File: src/design/ipv4_port_filter_classifier_macros.svh
// ----------------------------------------------------------------------------
// Assertion macros
// Shared concurrent assertion wrappers for the port filter classifier.
// ----------------------------------------------------------------------------
`ifndef IPV4_PORT_FILTER_CLASSIFIER_MACROS_SVH
`define IPV4_PORT_FILTER_CLASSIFIER_MACROS_SVH

`ifndef NO_ASSERTIONS

`define IPFC_ASSERT(lbl, clk, rstn, prop) \
  lbl: assert property (@(posedge clk) disable iff (!rstn) prop) \
    else $error("ipfc assertion failed");

`define IPFC_ASSERT_NEVER(lbl, clk, rstn, cond) \
  lbl: assert property (@(posedge clk) disable iff (!rstn) !(cond)) \
    else $error("ipfc forbidden condition seen");

`else

`define IPFC_ASSERT(lbl, clk, rstn, prop)

`define IPFC_ASSERT_NEVER(lbl, clk, rstn, cond)

`endif

`endif

File: src/design/ipfc_pkg.sv
// ----------------------------------------------------------------------------
// ipfc_pkg
// Types and constants of the IPv4 port filter classifier.
// ----------------------------------------------------------------------------
`default_nettype none

package ipfc_pkg;

  localparam int unsigned MAX_SLOTS = 6;
  localparam int unsigned ADDR_W    = 5;
  localparam int unsigned QDEPTH    = 4;
  localparam int unsigned QPTR_W    = 2;

  localparam logic [2:0] REG_PORT_A      = 3'd0;
  localparam logic [2:0] REG_CAPTURE_LEN = 3'd6;

  localparam logic [15:0] PORT_RESET [MAX_SLOTS] = '{
    16'd5000, 16'd80, 16'd0, 16'd0, 16'd0, 16'd0
  };
  localparam logic [11:0] CAPTURE_LEN_RESET = 12'd500;

  localparam logic [15:0] ETHERTYPE_IPV4 = 16'h0800;
  localparam logic [7:0]  PROTO_TCP      = 8'd6;
  localparam logic [7:0]  PROTO_UDP      = 8'd17;
  localparam logic [15:0] MIN_FRAME_LEN  = 16'd34;
  localparam logic [3:0]  MIN_IHL        = 4'd5;
  localparam logic [6:0]  MAC_HDR_BYTES  = 7'd14;
  localparam logic [6:0]  TCP_MIN_LEN    = 7'd20;
  localparam logic [6:0]  UDP_HDR_LEN    = 7'd8;

  localparam logic [15:0] POS_ETYPE_HI = 16'd12;
  localparam logic [15:0] POS_ETYPE_LO = 16'd13;
  localparam logic [15:0] POS_IHL      = 16'd14;
  localparam logic [15:0] POS_PROTO    = 16'd23;
  localparam logic [15:0] COUNT_MAX    = 16'hFFFF;

  localparam logic [15:0] REL_SRC_HI = 16'd0;
  localparam logic [15:0] REL_SRC_LO = 16'd1;
  localparam logic [15:0] REL_DST_HI = 16'd2;
  localparam logic [15:0] REL_DST_LO = 16'd3;
  localparam logic [15:0] REL_DOFF   = 16'd12;

  typedef enum logic [2:0] {
    VERDICT_NOT_IPV4      = 3'd0,
    VERDICT_BAD_L4        = 3'd1,
    VERDICT_PORT_MISS     = 3'd2,
    VERDICT_SHORT_PAYLOAD = 3'd3,
    VERDICT_EXPORT        = 3'd4
  } verdict_e;

  typedef struct packed {
    logic [15:0] len;
    logic [15:0] ether;
    logic [3:0]  ihl;
    logic [7:0]  proto;
    logic [15:0] sp;
    logic [15:0] dp;
    logic [3:0]  doff;
  } frame_rec_t;

  typedef struct packed {
    verdict_e    verdict;
    logic [15:0] sp;
    logic [15:0] dp;
    logic [7:0]  offset;
    logic [15:0] len;
  } result_t;

endpackage

`default_nettype wire

File: src/design/ipfc_front.sv
// ----------------------------------------------------------------------------
// ipfc_front
// Byte-wise header capture; emits one frame record at the last byte.
// ----------------------------------------------------------------------------
`default_nettype none

module ipfc_front
  import ipfc_pkg::*;
(
  input  wire logic       clk_i,
  input  wire logic       rst_ni,
  input  wire logic       push,
  input  wire logic [7:0] data_byte_i,
  input  wire logic       last_byte_i,
  input  wire logic       q_full_i,
  output logic            q_push_o,
  output frame_rec_t      q_rec_o
);

  logic        accept;
  logic [15:0] cnt_q, cnt_d;
  logic [15:0] ether_q, ether_d;
  logic [3:0]  ihl_q, ihl_d;
  logic [7:0]  proto_q, proto_d;
  logic [15:0] sp_q, sp_d;
  logic [15:0] dp_q, dp_d;
  logic [3:0]  doff_q, doff_d;
  logic [6:0]  l4_base;
  logic [15:0] rel;

  assign accept = push & ~q_full_i;

  always_comb begin
    ether_d = ether_q;
    ihl_d   = ihl_q;
    proto_d = proto_q;
    sp_d    = sp_q;
    dp_d    = dp_q;
    doff_d  = doff_q;
    if (cnt_q == POS_ETYPE_HI) begin
      ether_d[15:8] = data_byte_i;
    end
    if (cnt_q == POS_ETYPE_LO) begin
      ether_d[7:0] = data_byte_i;
    end
    if (cnt_q == POS_IHL) begin
      ihl_d = data_byte_i[3:0];
    end
    if (cnt_q == POS_PROTO) begin
      proto_d = data_byte_i;
    end
    l4_base = MAC_HDR_BYTES + {1'b0, ihl_d, 2'b00};
    rel     = cnt_q - {9'd0, l4_base};
    case (rel)
      REL_SRC_HI: sp_d[15:8] = data_byte_i;
      REL_SRC_LO: sp_d[7:0]  = data_byte_i;
      REL_DST_HI: dp_d[15:8] = data_byte_i;
      REL_DST_LO: dp_d[7:0]  = data_byte_i;
      REL_DOFF:   doff_d     = data_byte_i[7:4];
      default: ;
    endcase
    cnt_d = (cnt_q != COUNT_MAX) ? cnt_q + 16'd1 : cnt_q;
  end

  assign q_push_o      = accept & last_byte_i;
  assign q_rec_o.len   = cnt_d;
  assign q_rec_o.ether = ether_d;
  assign q_rec_o.ihl   = ihl_d;
  assign q_rec_o.proto = proto_d;
  assign q_rec_o.sp    = sp_d;
  assign q_rec_o.dp    = dp_d;
  assign q_rec_o.doff  = doff_d;

  always_ff @(posedge clk_i or negedge rst_ni) begin
    if (!rst_ni) begin
      cnt_q   <= '0;
      ether_q <= '0;
      ihl_q   <= '0;
      proto_q <= '0;
      sp_q    <= '0;
      dp_q    <= '0;
      doff_q  <= '0;
    end else if (accept) begin
      if (last_byte_i) begin
        cnt_q   <= '0;
        ether_q <= '0;
        ihl_q   <= '0;
        proto_q <= '0;
        sp_q    <= '0;
        dp_q    <= '0;
        doff_q  <= '0;
      end else begin
        cnt_q   <= cnt_d;
        ether_q <= ether_d;
        ihl_q   <= ihl_d;
        proto_q <= proto_d;
        sp_q    <= sp_d;
        dp_q    <= dp_d;
        doff_q  <= doff_d;
      end
    end
  end

endmodule

`default_nettype wire

File: src/design/ipfc_queue.sv
// ----------------------------------------------------------------------------
// ipfc_queue
// Short first-word-fall-through queue of frame records between the parts.
// ----------------------------------------------------------------------------
`default_nettype none
`include "ipv4_port_filter_classifier_macros.svh"

module ipfc_queue
  import ipfc_pkg::*;
(
  input  wire logic        clk_i,
  input  wire logic        rst_ni,
  input  wire logic        wr_en_i,
  input  wire frame_rec_t  wr_rec_i,
  output logic             full_o,
  input  wire logic        rd_en_i,
  output frame_rec_t       rd_rec_o,
  output logic             empty_o
);

  frame_rec_t        mem [QDEPTH];
  logic [QPTR_W-1:0] wr_ptr_q;
  logic [QPTR_W-1:0] rd_ptr_q;
  logic [QPTR_W:0]   count_q, count_d;
  logic              do_wr, do_rd;

  assign full_o   = (count_q == (QPTR_W+1)'(QDEPTH));
  assign empty_o  = (count_q == '0);
  assign do_wr    = wr_en_i & ~full_o;
  assign do_rd    = rd_en_i & ~empty_o;
  assign rd_rec_o = mem[rd_ptr_q];

  always_comb begin
    count_d = count_q;
    if (do_wr && !do_rd) begin
      count_d = count_q + 1'b1;
    end else if (do_rd && !do_wr) begin
      count_d = count_q - 1'b1;
    end
  end

  always_ff @(posedge clk_i) begin
    if (do_wr) begin
      mem[wr_ptr_q] <= wr_rec_i;
    end
  end

  always_ff @(posedge clk_i or negedge rst_ni) begin
    if (!rst_ni) begin
      wr_ptr_q <= '0;
      rd_ptr_q <= '0;
      count_q  <= '0;
    end else begin
      if (do_wr) begin
        wr_ptr_q <= wr_ptr_q + 1'b1;
      end
      if (do_rd) begin
        rd_ptr_q <= rd_ptr_q + 1'b1;
      end
      count_q <= count_d;
    end
  end

  `IPFC_ASSERT_NEVER(a_count_bound, clk_i, rst_ni, count_q > (QPTR_W+1)'(QDEPTH))
  `IPFC_ASSERT(a_count_up, clk_i, rst_ni, do_wr && !do_rd |=> count_q == $past(count_q) + 1'b1)
  `IPFC_ASSERT(a_ptr_gap, clk_i, rst_ni, !full_o |-> (wr_ptr_q - rd_ptr_q) == count_q[QPTR_W-1:0])

endmodule

`default_nettype wire

File: src/design/ipfc_back.sv
// ----------------------------------------------------------------------------
// ipfc_back
// Verdict logic for one frame record, with the registered result stage.
// ----------------------------------------------------------------------------
`default_nettype none

module ipfc_back
  import ipfc_pkg::*;
#(
  parameter int unsigned PORT_SLOTS = 6
) (
  input  wire logic        clk_i,
  input  wire logic        rst_ni,
  input  wire frame_rec_t  rec_i,
  input  wire logic        rec_empty_i,
  output logic             rec_pop_o,
  input  wire logic [11:0] cap_len_i,
  input  wire logic [15:0] slots_i [MAX_SLOTS],
  input  wire logic        pop,
  output logic             empty,
  output result_t          res_o
);

  logic        out_valid_q;
  result_t     out_q, res_d;
  logic        load;
  logic        is_tcp, is_udp, is_l4;
  logic [6:0]  hdr_end;
  logic [6:0]  l4_min;
  logic [7:0]  need;
  logic [6:0]  tl;
  logic [7:0]  offset;
  logic [15:0] sp, dp;
  logic        not_ip, bad, listed, short_pl;

  assign load      = ~out_valid_q | pop;
  assign rec_pop_o = load & ~rec_empty_i;
  assign empty     = ~out_valid_q;
  assign res_o     = out_q;

  always_comb begin
    is_tcp  = (rec_i.proto == PROTO_TCP);
    is_udp  = (rec_i.proto == PROTO_UDP);
    is_l4   = is_tcp | is_udp;
    hdr_end = MAC_HDR_BYTES + {1'b0, rec_i.ihl, 2'b00};
    l4_min  = is_tcp ? TCP_MIN_LEN : UDP_HDR_LEN;
    need    = {1'b0, hdr_end} + {1'b0, l4_min};
    tl      = is_tcp ? {1'b0, rec_i.doff, 2'b00} : (is_udp ? UDP_HDR_LEN : 7'd0);
    offset  = {1'b0, hdr_end} + {1'b0, tl};
    sp      = is_l4 ? rec_i.sp : 16'd0;
    dp      = is_l4 ? rec_i.dp : 16'd0;
    not_ip  = (rec_i.len < MIN_FRAME_LEN) || (rec_i.ether != ETHERTYPE_IPV4);
    bad     = is_l4 && ((rec_i.ihl < MIN_IHL) || ({8'd0, need} > rec_i.len));
    listed  = 1'b0;
    for (int i = 0; i < PORT_SLOTS; i++) begin
      listed = listed | (slots_i[i] == sp) | (slots_i[i] == dp);
    end
    short_pl = ({9'd0, offset} + {5'd0, cap_len_i}) > {1'b0, rec_i.len};

    res_d.len    = rec_i.len;
    res_d.sp     = sp;
    res_d.dp     = dp;
    res_d.offset = offset;
    if (not_ip || bad) begin
      res_d.verdict = not_ip ? VERDICT_NOT_IPV4 : VERDICT_BAD_L4;
      res_d.sp      = '0;
      res_d.dp      = '0;
      res_d.offset  = '0;
    end else if (!listed) begin
      res_d.verdict = VERDICT_PORT_MISS;
    end else if (short_pl) begin
      res_d.verdict = VERDICT_SHORT_PAYLOAD;
    end else begin
      res_d.verdict = VERDICT_EXPORT;
    end
  end

  always_ff @(posedge clk_i) begin
    if (rec_pop_o) begin
      out_q <= res_d;
    end
  end

  always_ff @(posedge clk_i or negedge rst_ni) begin
    if (!rst_ni) begin
      out_valid_q <= 1'b0;
    end else if (load) begin
      out_valid_q <= ~rec_empty_i;
    end
  end

endmodule

`default_nettype wire

File: src/design/ipv4_port_filter_classifier.sv
// ----------------------------------------------------------------------------
// ipv4_port_filter_classifier
// Ethernet/IPv4 TCP-UDP header parser with a monitored-port filter.
// ----------------------------------------------------------------------------
// Frames enter one byte per cycle on the push side while full is low, with
// last_byte_i marking the final byte; the byte after the last byte of a
// frame starts a new frame. At the last byte the front part hands one frame
// record to a four-entry queue; the back part turns it into a verdict
// combinationally and holds it in the result register, so a result is
// visible only after both its queue entry and the result register are
// written. full is raised whenever the queue holds four records and then
// holds every byte, not only a last byte. Verdicts: 0 not IPv4 or short,
// 1 bad transport header, 2 port not listed, 3 payload shorter than
// capture_len, 4 exported. Registers: port slots a..f at byte addresses
// 0x00..0x14, capture_len at 0x18.
// ----------------------------------------------------------------------------
`default_nettype none

module ipv4_port_filter_classifier
  import ipfc_pkg::*;
#(
  parameter int unsigned PORT_SLOTS = 6
) (
  input  wire logic              clk_i,
  input  wire logic              rst_ni,
  input  wire logic              psel,
  input  wire logic              penable,
  input  wire logic              pwrite,
  input  wire logic [ADDR_W-1:0] paddr,
  input  wire logic [31:0]       pwdata,
  output logic [31:0]            prdata,
  output logic                   pready,
  input  wire logic              push,
  output logic                   full,
  input  wire logic [7:0]        data_byte_i,
  input  wire logic              last_byte_i,
  output logic                   empty,
  input  wire logic              pop,
  output logic [2:0]             verdict_o,
  output logic [15:0]            source_port_o,
  output logic [15:0]            dst_port_o,
  output logic [7:0]             pl_offset_o,
  output logic [15:0]            frame_length_o
);

  logic [15:0] slot_q [MAX_SLOTS];
  logic [11:0] cap_len_q;
  logic [2:0]  reg_idx;
  logic        reg_wr;
  logic        q_push, q_full, q_pop, q_empty;
  frame_rec_t  q_wr_rec, q_rd_rec;
  result_t     res;

  assign pready  = 1'b1;
  assign reg_idx = paddr[4:2];
  assign reg_wr  = psel & penable & pwrite & pready;

  for (genvar i = 0; i < MAX_SLOTS; i++) begin : g_slot
    always_ff @(posedge clk_i or negedge rst_ni) begin
      if (!rst_ni) begin
        slot_q[i] <= PORT_RESET[i];
      end else if (reg_wr && reg_idx == REG_PORT_A + 3'(i)) begin
        slot_q[i] <= pwdata[15:0];
      end
    end
  end

  always_ff @(posedge clk_i or negedge rst_ni) begin
    if (!rst_ni) begin
      cap_len_q <= CAPTURE_LEN_RESET;
    end else if (reg_wr && reg_idx == REG_CAPTURE_LEN) begin
      cap_len_q <= pwdata[11:0];
    end
  end

  always_comb begin
    prdata = '0;
    if (reg_idx == REG_CAPTURE_LEN) begin
      prdata = {20'd0, cap_len_q};
    end
    for (int i = 0; i < MAX_SLOTS; i++) begin
      if (reg_idx == REG_PORT_A + 3'(i)) begin
        prdata = {16'd0, slot_q[i]};
      end
    end
  end

  ipfc_front u_front (
    .clk_i       (clk_i),
    .rst_ni      (rst_ni),
    .push        (push),
    .data_byte_i (data_byte_i),
    .last_byte_i (last_byte_i),
    .q_full_i    (q_full),
    .q_push_o    (q_push),
    .q_rec_o     (q_wr_rec)
  );

  ipfc_queue u_queue (
    .clk_i    (clk_i),
    .rst_ni   (rst_ni),
    .wr_en_i  (q_push),
    .wr_rec_i (q_wr_rec),
    .full_o   (q_full),
    .rd_en_i  (q_pop),
    .rd_rec_o (q_rd_rec),
    .empty_o  (q_empty)
  );

  ipfc_back #(
    .PORT_SLOTS (PORT_SLOTS)
  ) u_back (
    .clk_i       (clk_i),
    .rst_ni      (rst_ni),
    .rec_i       (q_rd_rec),
    .rec_empty_i (q_empty),
    .rec_pop_o   (q_pop),
    .cap_len_i   (cap_len_q),
    .slots_i     (slot_q),
    .pop         (pop),
    .empty       (empty),
    .res_o       (res)
  );

  assign full           = q_full;
  assign verdict_o      = res.verdict;
  assign source_port_o  = res.sp;
  assign dst_port_o     = res.dp;
  assign pl_offset_o    = res.offset;
  assign frame_length_o = res.len;

endmodule

`default_nettype wire

File: config.mk
export PLATFORM = sky130hd
export DESIGN_NAME = ipv4_port_filter_classifier
export DESIGN_NICKNAME = d
export VERILOG_FILES = /design/src/design/ipfc_pkg.sv /design/src/design/ipfc_front.sv /design/src/design/ipfc_queue.sv /design/src/design/ipfc_back.sv /design/src/design/ipv4_port_filter_classifier.sv
export VERILOG_INCLUDE_DIRS = /design/src /design/src/design
export SDC_FILE = /design/constraint.sdc
export NUM_CORES = 1
export LEC_CHECK = 0
export BUFFER_PORTS_ARGS = -buffer_cell sky130_fd_sc_hd__clkbuf_2
export CORE_MARGIN = 2
export CORE_UTILIZATION = 55
export DETAILED_ROUTE_END_ITERATION = 10
export HOLD_SLACK_MARGIN = 0.12
export PLACE_DENSITY = 0.76
export SYNTH_ARGS = -nofsm -noshare
export SYNTH_HDL_FRONTEND = slang
export SYNTH_SLANG_ARGS = --single-unit
File: constraint.sdc
create_clock -name clk_i -period 5.93 [get_ports clk_i]
set_input_delay 0.8895 -clock clk_i [delete_from_list [all_inputs] [get_ports clk_i]]
set_output_delay 0.8895 -clock clk_i [all_outputs]
set_load 0.005 [all_outputs]
==> impl_metrics.json <==
{
  "final_net_count": 2530,
  "crit_fanout": 15,
  "worst_slew_pin_slew_ps": 1240,
  "synth_top_area_share_pct": 38.2,
  "synthFlopType": "edfxtp_1",
  "grt_usage_pct": 30.0,
  "post-synth-top-area-cell": "edfxtp_1",
  "drt_first_pass_iters": 7,
  "area_growth_pct": 9.71,
  "ios": 147,
  "synth-seq-cells": 574,
  "diodes": 0,
  "avgSynthCellArea_um2": 12.4,
  "final_core_util_pct": 60.8,
  "clockBufferDepth": 3,
  "grt_pass1_wl_um": 127000,
  "yosysMostFrequentCell": "edfxtp_1",
  "drv_cap": 0,
  "dr_total_vias": 20900,
  "synth_area_um2": 29700,
  "grt_overflow_total": 0,
  "skew_ps": 67.4,
  "power_frac_clock_pct": 25.8,
  "switchingPower_w": 0.00514,
  "min_path_type": "in2async",
  "seqPwrFrac_pct": 38.3,
  "yosys_warnings": 0,
  "clkTransAtPathRegs_ps": 60,
  "setup_viol_count_final": 0,
  "gp_congestion": 0.958,
  "die_w_um": 236,
  "p_int_w": 0.00916,
  "drt_iter0_drc": 2312,
  "grt_max_degree": 130,
  "finalCriticalPeriod_ps": 5550,
  "powerDensity_nw_per_um2": 439,
  "end_kind": "flip-flop",
  "ant_nets": 0,
  "yosys-top-cells-area": "edfxtp_1 (38%), dfrtp_1 (15%), mux2_2 (6.4%)",
  "synthTopCellsByCount": "edfxtp_1 (378), dfrtp_1 (183), nor2_1 (175)",
  "fmax_mhz": 180,
  "wl_per_cell_um": 26.6,
  "ys_types": 76,
  "ir_worst_vdd_mv": 0.269,
  "start_kind": "flip-flop",
  "critical_path_class": "reg2reg",
  "status": "finished, final reports clean",
  "antenna_found_initial": 1,
  "final_max_slew_viol_count": 0,
  "clk-insertion-delay-late_ps": 660,
  "required_ps": 6320,
  "fin_crit_sh_pct": 93.6,
  "grt_pass1_vias": 20000,
  "place_hpwl_um": 56400,
  "slew_headroom_pct": 17.4,
  "cts-buffers-inserted": 57,
  "syn_inst": 2387,
  "initial_core_util_pct": 55.4,
  "tns_ps": 0,
  "synthArstFlopShare_pct": 34.1,
  "leakagePower_nw": 12.4,
  "wirelength_um": 84300,
  "pwr-share-comb_pct": 35.9,
  "hold_viol": 0,
  "chipHeight_um": 236,
  "seq_area_frac_synth_pct": 54.8,
  "io_buffers": 110,
  "core_area_um2": 53600,
  "core.rowCount": 85,
  "cts_tree": "built",
  "switching_share_pct": 36.0,
  "cts_root_buf": "clkbuf_16",
  "fp.dieArea_um2": 55900,
  "critPathArrivalTime_ps": 5940,
  "drive_gt1_share_pct": 21.5,
  "vias_per_cell": 6.60,
  "whs_ps": 242,
  "cts_htree_levels": 2,
  "cts.sinks": 574,
  "synth-edff-count": 378,
  "rsz0062_at_grt": "false",
  "drc": 0
}
## layout make-up
type	count	area, um^2
Clock buffer	86	1630
Clock inverter	22	294
Fill cell	4079	21000
Inverter	61	229
Multi-Input combinational cell	1560	12300
Sequential cell	574	16300
Tap cell	696	871
Timing Repair Buffer	166	1000
## sequential cells by signal (all words and copies together), names as in the netlist, 3 cells and up
signal           cells
u_front.sp_q        16
u_front.ether_q     16
u_front.ihl_q        4
u_queue.mem        320
u_front.proto_q      8
u_back.res_o        58
slot_q              96
cap_len_q           12
u_front.doff_q       4
u_queue.count_q      3
u_front.dp_q        16
u_front.cnt_q       16
## cells by family after synthesis
logic type	count (synthesis)	synth area share, %
other	2	0.0253
buffers and inverters	269	4.32
DFF	574	54.8
xor gates and xnor gates	131	3.86
muxes	244	11.7
adders and majority gates	57	2.50
and+or+nand+nor	611	11.0
AOI/OAI and AO/OA	499	11.9
## critical path: stages (launching register included)
cell and delay, ps:
dfrtp_2 660, mux4_2 390, and4bb_2 340, nand3_1 120, buf_4 180, nor2b_1 120, ha_1 180, inv_1 60
fa_1 500, inv_1 50, ha_1 310, a21oi_1 220, o21ai_0 190, a21o_1 210, a21o_1 210, xor2_1 150
ha_1 330, a2111oi_1 440, a31o_2 210, a211oi_1 70, nor2b_1 140, o21a_1 200
## final timing paths
| check | start | endpoint | slack (ps) | cells past startpoint |
|---|---|---|---|---|
| setup / recovery | u_queue.rd_ptr_q[1] | u_back.res_o[56] | 380 | 21 |
| hold / removal | rst_ni | cap_len_q[1] | 240 | 1 |
| setup reg to reg | u_queue.rd_ptr_q[1] | u_back.res_o[56] | 380 | 21 |
| hold reg to reg | u_queue.count_q[2] | u_queue.count_q[2] | 490 | 1 |
| max in group asynchronous | rst_ni | u_queue.rd_ptr_q[0] | 4470 | 2 |
| min in group clk_i | pop | u_back.out_valid_q | 420 | 2 |
## placed cells by master, fill, tap and decap left out, types with 26 or more instances in the layout
master and n:
a21oi_1 41, a22o_1 34, a22oi_1 43, a2bb2oi_1 33
a31oi_1 49, and3_1 48, buf_4 54, clkbuf_16 57
clkbuf_2 109, dfrtp_1 181, edfxtp_1 378, ha_1 53
inv_1 60, mux2_2 168, mux4_2 65, nand2_1 117
nand3_1 29, nor2_1 174, nor2b_1 48, nor3_1 26
nor4bb_1 44, o21ai_0 119, o32ai_1 26, xnor2_1 116
## repair_timing
item                       CTS  global route
setup buffers                0             4
setup endpoints to repair    0            35
gates resized for setup      0             5
hold buffers                 0             0
## stage by stage
stage / instance area (um^2) / worst slack, ps / total power (W) / cells
3_3_place_gp: 30600 / 345 / 0.0104 / 3053
3_5_place_dp: 30600 / 252 / 0.0106 / 3053
6_report: 32600 / 379 / 0.0143 / 3165
5_1_grt: 32600 / 82.2 / 0.0150 / 3165
2_1_floorplan: 29800 / 226 / 0.00908 / 2403
4_1_cts: 32500 / 208 / 0.0142 / 3161
## layer usage
| metal | vias to the layer above | GRT usage [%] | part of all wire [%] |
|---|---|---|---|
| met5 | - | 0 | 0.017 |
| met1 | 10600 | 41.7 | 41 |
| met3 | 194 | 3.92 | 7.4 |
| li1 | 9090 | - | - |
| met4 | 2 | 14.9 | 5.1 |
| met2 | 1024 | 46.8 | 46 |
## power by group through the flow
stage	Sequential [W]	Clock, W	Combinational [W]
floorplan	0.00521	0	0.00387
global placement	0.00550	0	0.00491
detailed placement	0.00554	0	0.00502
CTS	0.00546	0.00373	0.00505
global route	0.00552	0.00388	0.00556
finish	0.00547	0.00369	0.00514
No activity file was read; power rests on OpenSTA's default activity.
